### src/rtl/fpsqrt_pkg.sv
// Shared types and constants for the fixed-point square root pipeline.
// No dependencies; used by every module under rtl.
package fpsqrt_pkg;

  localparam int unsigned RAD_W         = 32;
  localparam int unsigned ROOT_W        = 31;
  localparam int unsigned REM_W         = 31;
  localparam int unsigned FRAC_W        = 5;
  localparam int unsigned NUM_STEPS     = 16;
  localparam int unsigned STEPS_PER_STG = 2;
  localparam int unsigned NUM_STG       = NUM_STEPS / STEPS_PER_STG;
  localparam int unsigned WIDE_W        = 64;

  localparam logic [REM_W-1:0]  TEST_SEED  = 31'h4000_0001;
  localparam logic [FRAC_W-1:0] FRAC_RESET = 5'd15;

  typedef struct packed {
    logic [REM_W-1:0]  rem;
    logic [REM_W-1:0]  root;
    logic [FRAC_W-1:0] even;
    logic              neg;
  } sq_data_t;

  // test bit for one recurrence step; step 0 keeps the low one
  function automatic logic [REM_W-1:0] test_bit(input int unsigned step);
    test_bit = TEST_SEED >> (2 * step);
  endfunction

endpackage

### src/rtl/fixed_point_square_root.sv
// Top level of the pipelined fixed-point square root.
// Depends on fpsqrt_pkg, fpsqrt_stage and fpsqrt_align.
//
// Input channel: in_valid / in_stall, one signed radicand per beat in the Q
// format set by the input_frac_bits register. Result channel: out_valid /
// out_stall, one Q15 (OUT_FRAC_BITS) root per beat, in input order. A
// negative radicand gives a zero root.
// Configuration: cfg_valid / cfg_ready with cfg_data carrying input_frac_bits;
// cfg_ready is always high. The count is sampled as each beat enters, so
// write it only while the pipeline is empty.
// The datapath holds one input register, eight stages of two recurrence
// steps each and one rounding/alignment register. Throughput is one beat per
// cycle with no bubbles while the receiver takes results.
// When out_stall is high the pipeline fills up behind the held result; each
// stage still accepts while it is empty, and in_stall rises once the input
// register is full and cannot move on. Nothing is dropped or repeated.
// Reset (rst_n low, synchronous) empties the pipeline and sets
// input_frac_bits to 15.
module fixed_point_square_root #(
  parameter int unsigned OUT_FRAC_BITS = 15
) (
  input  logic                                 clk,
  input  logic                                 rst_n,
  input  logic                                 in_valid,
  output logic                                 in_stall,
  input  logic signed [fpsqrt_pkg::RAD_W-1:0]  in_radicand,
  output logic                                 out_valid,
  input  logic                                 out_stall,
  output logic        [fpsqrt_pkg::ROOT_W-1:0] out_root_q15,
  input  logic                                 cfg_valid,
  output logic                                 cfg_ready,
  input  logic        [fpsqrt_pkg::FRAC_W-1:0] cfg_data
);

  logic [fpsqrt_pkg::FRAC_W-1:0] frac_r;
  logic                          prep_valid_r;
  fpsqrt_pkg::sq_data_t          prep_r;
  fpsqrt_pkg::sq_data_t          prep_nxt;
  logic                          prep_ready;

  logic                 stg_valid [fpsqrt_pkg::NUM_STG+1];
  logic                 stg_ready [fpsqrt_pkg::NUM_STG+1];
  fpsqrt_pkg::sq_data_t stg_data  [fpsqrt_pkg::NUM_STG+1];

  assign cfg_ready = 1'b1;

  always_ff @(posedge clk) begin
    if (!rst_n) begin
      frac_r <= fpsqrt_pkg::FRAC_RESET;
    end else if (cfg_valid && cfg_ready) begin
      frac_r <= cfg_data;
    end
  end

  // odd count: drop to even and halve the radicand
  always_comb begin
    prep_nxt.neg  = in_radicand[fpsqrt_pkg::RAD_W-1];
    prep_nxt.even = {frac_r[fpsqrt_pkg::FRAC_W-1:1], 1'b0};
    prep_nxt.root = '0;
    if (frac_r[0]) begin
      prep_nxt.rem = in_radicand[fpsqrt_pkg::RAD_W-1:1];
    end else begin
      prep_nxt.rem = in_radicand[fpsqrt_pkg::REM_W-1:0];
    end
  end

  assign prep_ready = !prep_valid_r || stg_ready[0];
  assign in_stall   = !prep_ready;

  always_ff @(posedge clk) begin
    if (!rst_n) begin
      prep_valid_r <= 1'b0;
    end else if (prep_ready) begin
      prep_valid_r <= in_valid;
    end
  end

  always_ff @(posedge clk) begin
    if (prep_ready && in_valid) begin
      prep_r <= prep_nxt;
    end
  end

  assign stg_valid[0] = prep_valid_r;
  assign stg_data[0]  = prep_r;

  for (genvar g = 0; g < fpsqrt_pkg::NUM_STG; g++) begin : g_stage
    fpsqrt_stage #(
      .FIRST_STEP(g * fpsqrt_pkg::STEPS_PER_STG)
    ) u_stage (
      .clk      (clk),
      .rst_n    (rst_n),
      .in_valid (stg_valid[g]),
      .in_ready (stg_ready[g]),
      .in_data  (stg_data[g]),
      .out_valid(stg_valid[g+1]),
      .out_ready(stg_ready[g+1]),
      .out_data (stg_data[g+1])
    );
  end

  fpsqrt_align #(
    .OUT_FRAC_BITS(OUT_FRAC_BITS)
  ) u_align (
    .clk      (clk),
    .rst_n    (rst_n),
    .in_valid (stg_valid[fpsqrt_pkg::NUM_STG]),
    .in_ready (stg_ready[fpsqrt_pkg::NUM_STG]),
    .in_data  (stg_data[fpsqrt_pkg::NUM_STG]),
    .out_valid(out_valid),
    .out_stall(out_stall),
    .out_root (out_root_q15)
  );

endmodule

### src/rtl/fpsqrt_stage.sv
// One pipeline stage of the restoring square root: a few recurrence steps
// followed by a data register. Depends on fpsqrt_pkg.
module fpsqrt_stage #(
  parameter int unsigned FIRST_STEP = 0
) (
  input  logic                 clk,
  input  logic                 rst_n,
  input  logic                 in_valid,
  output logic                 in_ready,
  input  fpsqrt_pkg::sq_data_t in_data,
  output logic                 out_valid,
  input  logic                 out_ready,
  output fpsqrt_pkg::sq_data_t out_data
);

  logic                 valid_r;
  fpsqrt_pkg::sq_data_t data_r;
  fpsqrt_pkg::sq_data_t data_nxt;

  always_comb begin
    logic [fpsqrt_pkg::REM_W-1:0] bit_v;
    logic [fpsqrt_pkg::REM_W:0]   sum_v;
    data_nxt = in_data;
    for (int unsigned k = 0; k < fpsqrt_pkg::STEPS_PER_STG; k++) begin
      bit_v = fpsqrt_pkg::test_bit(FIRST_STEP + k);
      sum_v = {1'b0, bit_v} + {1'b0, data_nxt.root};
      if (sum_v <= {1'b0, data_nxt.rem}) begin
        data_nxt.rem  = data_nxt.rem - sum_v[fpsqrt_pkg::REM_W-1:0];
        data_nxt.root = (data_nxt.root >> 1) | bit_v;
      end else begin
        data_nxt.root = data_nxt.root >> 1;
      end
    end
  end

  assign in_ready = !valid_r || out_ready;

  always_ff @(posedge clk) begin
    if (!rst_n) begin
      valid_r <= 1'b0;
    end else if (in_ready) begin
      valid_r <= in_valid;
    end
  end

  always_ff @(posedge clk) begin
    if (in_ready && in_valid) begin
      data_r <= data_nxt;
    end
  end

  assign out_valid = valid_r;
  assign out_data  = data_r;

endmodule

### src/rtl/fpsqrt_align.sv
// Output stage: rounds the root, aligns it to the output Q format and holds
// the result beat for the receiver. Depends on fpsqrt_pkg.
module fpsqrt_align #(
  parameter int unsigned OUT_FRAC_BITS = 15
) (
  input  logic                          clk,
  input  logic                          rst_n,
  input  logic                          in_valid,
  output logic                          in_ready,
  input  fpsqrt_pkg::sq_data_t          in_data,
  output logic                          out_valid,
  input  logic                          out_stall,
  output logic [fpsqrt_pkg::ROOT_W-1:0] out_root
);

  localparam logic [5:0] OFB = 6'(OUT_FRAC_BITS);

  logic                          valid_r;
  logic [fpsqrt_pkg::ROOT_W-1:0] root_r;
  logic [fpsqrt_pkg::ROOT_W-1:0] root_nxt;
  logic [fpsqrt_pkg::REM_W:0]    rounded;
  logic [fpsqrt_pkg::WIDE_W-1:0] scaled;
  logic [fpsqrt_pkg::WIDE_W-1:0] aligned;
  logic [5:0]                    even6;

  always_comb begin
    rounded = {1'b0, in_data.root} +
              {{fpsqrt_pkg::REM_W{1'b0}}, (in_data.root < in_data.rem)};
    scaled  = {{(fpsqrt_pkg::WIDE_W - fpsqrt_pkg::REM_W - 1){1'b0}}, rounded}
              << in_data.even[fpsqrt_pkg::FRAC_W-1:1];
    even6   = {1'b0, in_data.even};
    if (even6 < OFB) begin
      aligned = scaled << (OFB - even6);
    end else begin
      aligned = scaled >> (even6 - OFB);
    end
    root_nxt = in_data.neg ? '0 : aligned[fpsqrt_pkg::ROOT_W-1:0];
  end

  assign in_ready = !valid_r || !out_stall;

  always_ff @(posedge clk) begin
    if (!rst_n) begin
      valid_r <= 1'b0;
    end else if (in_ready) begin
      valid_r <= in_valid;
    end
  end

  always_ff @(posedge clk) begin
    if (in_ready && in_valid) begin
      root_r <= root_nxt;
    end
  end

  assign out_valid = valid_r;
  assign out_root  = root_r;

endmodule

### config.mk
export PLATFORM = sky130hd
export DESIGN_NAME = fixed_point_square_root
export DESIGN_NICKNAME = d
export VERILOG_FILES = /design/src/rtl/fpsqrt_pkg.sv /design/src/rtl/fixed_point_square_root.sv /design/src/rtl/fpsqrt_stage.sv /design/src/rtl/fpsqrt_align.sv
export SDC_FILE = /design/constraint.sdc
export NUM_CORES = 1
export LEC_CHECK = 0
export BUFFER_PORTS_ARGS = -buffer_cell sky130_fd_sc_hd__buf_2
export CORE_UTILIZATION = 43
export DETAILED_ROUTE_END_ITERATION = 8
export SLEW_MARGIN = 20
export SYNTH_ARGS = -nofsm -noshare
export SYNTH_HDL_FRONTEND = slang
export SYNTH_SLANG_ARGS = --single-unit
### constraint.sdc
create_clock -name clk -period 7.05 [get_ports clk]
set_clock_uncertainty 0.15 [all_clocks]
set_input_delay 0.3525 -clock clk [delete_from_list [all_inputs] [get_ports clk]]
set_output_delay 0.3525 -clock clk [all_outputs]
set_load 0.1 [all_outputs]
After elaboration in Yosys (flattened, before gate mapping) --
Cells that the tools add are included.
Storage, ports and cells: output and inout port bits 34, word-level logic and storage cells 168, register bits 554
Cells by class: order comparisons 18, $add $sub $neg 34, reduce and logical (&&, ||, !) cells 32, shift operators 3, muxes and demuxes 26
Operator list (number):
- $mux 31 | 19
- $le 32x31->1 | 15
- $sub 31x31->31 | 15
- $shl 32x4->64 | 1
- $shl 64x6->31 | 1
- $shr 64x6->31 | 1
- $add 29x31->32 const A | 1
- $add 27x30->31 const A | 1
- $le 31x31->1 const A | 1
- $lt 16x31->1 | 1
- $sub 31x31->31 const B | 1
- $add 25x29->30 const A | 1
- $add 23x28->29 const A | 1
- $add 21x27->28 const A | 1
- $add 19x26->27 const A | 1
- $mux 27 | 1
- $add 17x25->26 const A | 1
- $add 15x24->25 const A | 1
- $add 13x23->24 const A | 1
- $add 11x22->23 const A | 1
- $mux 23 | 1
- $add 9x21->22 const A | 1
- $add 7x20->21 const A | 1
- $add 5x19->20 const A | 1
- other kinds (14) | 43

Depth between registers and ports, before layout --
depth after elaboration 12, gate-level depth with buffers 29, gate-level depth less buffers 27

Modules after synthesis --
A second synthesis with hierarchy kept.
Second synthesis, totals: cells, all modules 9377, area, all modules 77883.4 sq um
By module, submodules not included:
- fpsqrt_align | cells each 1472, instances 1, area an instance 10472.5 sq um
- fpsqrt_stage at g_stage[7].u_stage | cells each 1107, instances 1, area an instance 9133.8 sq um
- fpsqrt_stage at g_stage[6].u_stage | cells each 1052, instances 1, area an instance 8645.8 sq um
- fpsqrt_stage at g_stage[5].u_stage | cells each 992, instances 1, area an instance 8291.7 sq um
- fpsqrt_stage at g_stage[4].u_stage | cells each 951, instances 1, area an instance 8097.8 sq um
- fpsqrt_stage at g_stage[0].u_stage | cells each 946, instances 1, area an instance 8015.2 sq um
- fpsqrt_stage at g_stage[3].u_stage | cells each 943, instances 1, area an instance 7980.2 sq um
- fpsqrt_stage at g_stage[2].u_stage | cells each 929, instances 1, area an instance 7723.7 sq um
- fpsqrt_stage at g_stage[1].u_stage | cells each 891, instances 1, area an instance 7681.1 sq um
- fixed_point_square_root | cells each 94, instances 1, area an instance 1841.8 sq um

Least setup slack after synthesis --
Ideal clock, no wire load.
kind register to register, start point reg g_stage[6].u_stage.data_r (netlist bit g_stage[6].u_stage.out_data[59]), end point reg g_stage[7].u_stage.data_r (netlist bit g_stage[7].u_stage.out_data[64]), data pin, path slack 1098 ps, data arrival time 5547 ps, stages on the path, launching flop included 21, library setup time 255 ps, cell sequence edfxtp_1 -> or4_1 -> or4_1 -> or4_1 -> a21o_1 -> buf_2 -> buf_1 -> nand2_1 -> o21ai_0 -> ha_1 -> clkbuf_1 -> a21o_1 -> a21oi_1 -> o21ai_0 -> a21oi_1 -> o21ai_0 -> a21oi_1 -> or3b_2 -> or2_2 -> or3_1 -> and3_1
RTL lines:
- start: declaration | RTL line fpsqrt_stage.sv:17 | fpsqrt_pkg::sq_data_t data_r;
- start signal: assignment | RTL line fpsqrt_stage.sv:48 | data_r <= data_nxt;
- end signal: assignment | RTL line fpsqrt_stage.sv:48
- end: declaration | RTL line fpsqrt_stage.sv:17

==> metrics <==
status completed; Post-Route Setup TNS 0 ns; CTS tree yes; adder-cell area share of the yosys netlist roughly 11%; Cell Area, Synth roughly 0.032 sq mm; Core Util, Final 48.7%; fraction of synthesized area in multiplexers 3.76%; Synth area leaders edfxtp_1 40%, ha_1 11%, xnor2_1 4.0%; yosys warns 0; Max Fclk 152 MHz; syn_nets 3697; first-pass GRT wire length 131 mm; clock share of power between 40% and 50%; n_diodes 0; H-tree levels 2; Yosys top cell by area edfxtp_1; Power Density between 150 and 200 mW/mm^2; unrepaired setup endpoints after global routing false; slowest library cell on the worst path or4_1; cell leakage power 14.2 nW; Final Hold Viols 0; Max Buffers Root-to-Sink 3; worst-path cell chain or4_1, or4_1, or4_1, a21o_1, o21ai_0, inv_1, ha_1, inv_1, nor3_1, nor2_1, o21ai_0, a21oi_1, o21ai_0, a21oi_1, or3b_2, or2_2, nor4b_1, o21ai_0; Inserted Clock Buffers 51; Crit Path Max Fanout 16; CP bufs+invs 2; Reg clk slew, reported paths roughly 0.06 ns; Post-CTS Setup Bufs 0; Via density ~5.6; Final Cell Area between 0.03 and 0.04 sq mm; fillcell total ~6900; Pint ~4.7 mW; initial core utilization 43.5%; Hold Path Cell Cnt 0; routability cong. roughly 0.94; vias in the first global route 24200; R2R cell count 18; final period utilization around 94%; Detail Placement HPWL about 62 mm; Crit path max-delay family simple AND/OR/NAND/NOR gates; normalized max-slew margin between 30% and 40%; MaxCap Viol Count 0; Post-Syn Area per Cell between 9 and 10 sq um; Sw Ratio approximately 23%; switching pwr 1.41 mW; combinational share of power 7.2%; full die area roughly 0.076 sq mm; slowest stage delay, CP around 0.59 ns; post-synthesis xor/xnor area fraction roughly 6.7%; die outline width ~280 microns; post-CTS sizing 0; worst min-delay path class reg2reg; initial antenna violation count 0; initial DRC count ~2000; tightest hold margin between 0.2 and 0.3 ns; All-Layer GR Usage a little over a fifth; die height between 200 and 300 microns; core box area roughly 0.074 sq mm; Async S/R FF share, synth 0%; top_reg_cell synth edfxtp_1; # rows 100; Worst Path Arrival 6.75 ns; Root Buffer clkbuf_16; # nets final 3797; DR DRC count 0; synth unique cells just under 100; min Tclk post-route roughly 6.6 ns; max-slew violations 0; post-route ant nets 0; WP depth 18; grt total ovfl 0; Worst IR Drop VDD ~190 uV; Synth top area share 39.6%; largest family of logic cells by synthesized area simple AND/OR/NAND/NOR gates; Crit Path Class reg2reg; compound-gate portion of the synthesized area 16.4%; Sink Count around 440; actual slew at the worst max-slew pin 1.00 ns; Ports 76; Area Overhead vs Synth 11.8%; via count 25200; EDFF count, synth roughly 430; Critical Path RT 7.21 ns; Simple-Gate Fraction of Synth Area ~17%; wire length per cell 18.2 microns; worst skew pair latency roughly 0.64 ns; Flop pwr share around half; Hold-fix buffers, CTS between 60 and 70; drt pass-1 iters 5; Port Buffer Count 74; pin count of the biggest net entering global routing just over 60; Cells after Synth 3370; layout cells sized above 1 approximately 8.5%; Final Setup Violations 0; Post-Route WL 81.4 mm; #FFs+latches synth 442; CP most frequent cell o21ai_0; CP endpoint kind register; post-synthesis sequential area ratio around two fifths; Worst Setup Start Kind register; Placement Cell Area approximately 0.034 sq mm
==> synth_stat cells, types with 46 or more instances <==
master and instances:
inv_1 279, xnor2_1 149, nor2_1 235, a21o_1 66, nor3_1 93, clkbuf_1 95
nand3_1 79, nor2b_1 50, o21ai_0 196, nand4_1 46, a21oi_1 234, mux2i_1 63
xor2_1 99, nand2_1 232, nor4_1 52, ha_1 285, edfxtp_1 427
==> worst paths after layout <==
check	startpoint	endpoint	slack (ns)
setup / recovery	g_stage[6].u_stage.out_data[59]	g_stage[7].u_stage.out_data[66]	0.46
hold / removal	g_stage[1].u_stage.out_data[3]	g_stage[2].u_stage.out_data[3]	0.27
setup reg to reg	g_stage[6].u_stage.out_data[59]	g_stage[7].u_stage.out_data[66]	0.46
hold reg to reg	g_stage[1].u_stage.out_data[3]	g_stage[2].u_stage.out_data[3]	0.27
==> routing by layer <==
layer  vias up  global-route usage [%]  routed length [microns]  part of all wire [%]
li1      12600                       -                        -                     -
met3       118                    2.00                     2950                   3.6
met4         0                    6.43                     2290                   2.8
met5         -                       0                        0                     0
met1     12000                    27.0                    35700                    44
met2       520                    37.3                    40400                    50
==> power by group through the flow <==
stage / Clock, mW / Sequential, mW / Combinational [mW]
4_1_cts: 2.80 / 2.97 / 0.440
2_1_floorplan: 0 / 3.01 / 0.323
3_3_place_gp: 0 / 3.03 / 0.400
5_1_grt: 2.90 / 2.98 / 0.497
6_report: 2.73 / 2.97 / 0.443
3_5_place_dp: 0 / 3.03 / 0.404
==> layout by cell type (no fill, tap or decap), drive strengths merged, types with 99 or more instances in the layout <==
master  synthesis  layout
xor2           99      99
nor2          237     237
edfxtp        427     427
inv           282     285
o21ai         198     198
a21oi         235     235
ha            285     285
buf            32     109
nand2         232     232
xnor2         149     149
==> through the flow <==
| step | worst slack [ns] | total power [mW] | instances |
|---|---|---|---|
| final | 0.458 | 6.15 | 4477 |
| after global routing | 0.0888 | 6.38 | 4477 |
| after CTS | 0.489 | 6.21 | 4475 |
| after detailed placement | 0.501 | 3.43 | 4319 |
| after global placement | 0.639 | 3.43 | 4319 |
| after floorplan | 1.10 | 3.33 | 3370 |
==> state kept, by name, indices dropped and copies added (netlist names) <==
register and flops:
g_stage.u_stage.out_data 360, prep_valid_r 1, frac_r 5, u_align.out_valid 1
u_align.out_root 31, prep_r 36, g_stage.u_stage.out_valid 8
==> cell families (layout without fill, tap and decap cells) <==
logic type,count (synthesis),count (layout)
simple gates,1039,1039
compound gates,834,834
flops,442,442
buf+inv,411,549
fa+ha+maj,285,285
xor+xnor,248,248
mux,110,110
other cells,1,1
==> final cells by class <==
| type | instances | area (sq um) | share of cell area, % |
|---|---|---|---|
| multi-input cells | 2517 | 17700 | 49.0 |
| flip-flops and latches | 442 | 13100 | 36.2 |
| repair buffers | 174 | 1320 | 3.65 |
| clock buffers | 58 | 1300 | 3.60 |
| well taps | 969 | 1210 | 3.35 |
| inverters | 284 | 1070 | 2.95 |
| clock inverters | 33 | 449 | 1.24 |
Power figures use the tool's default switching activity.
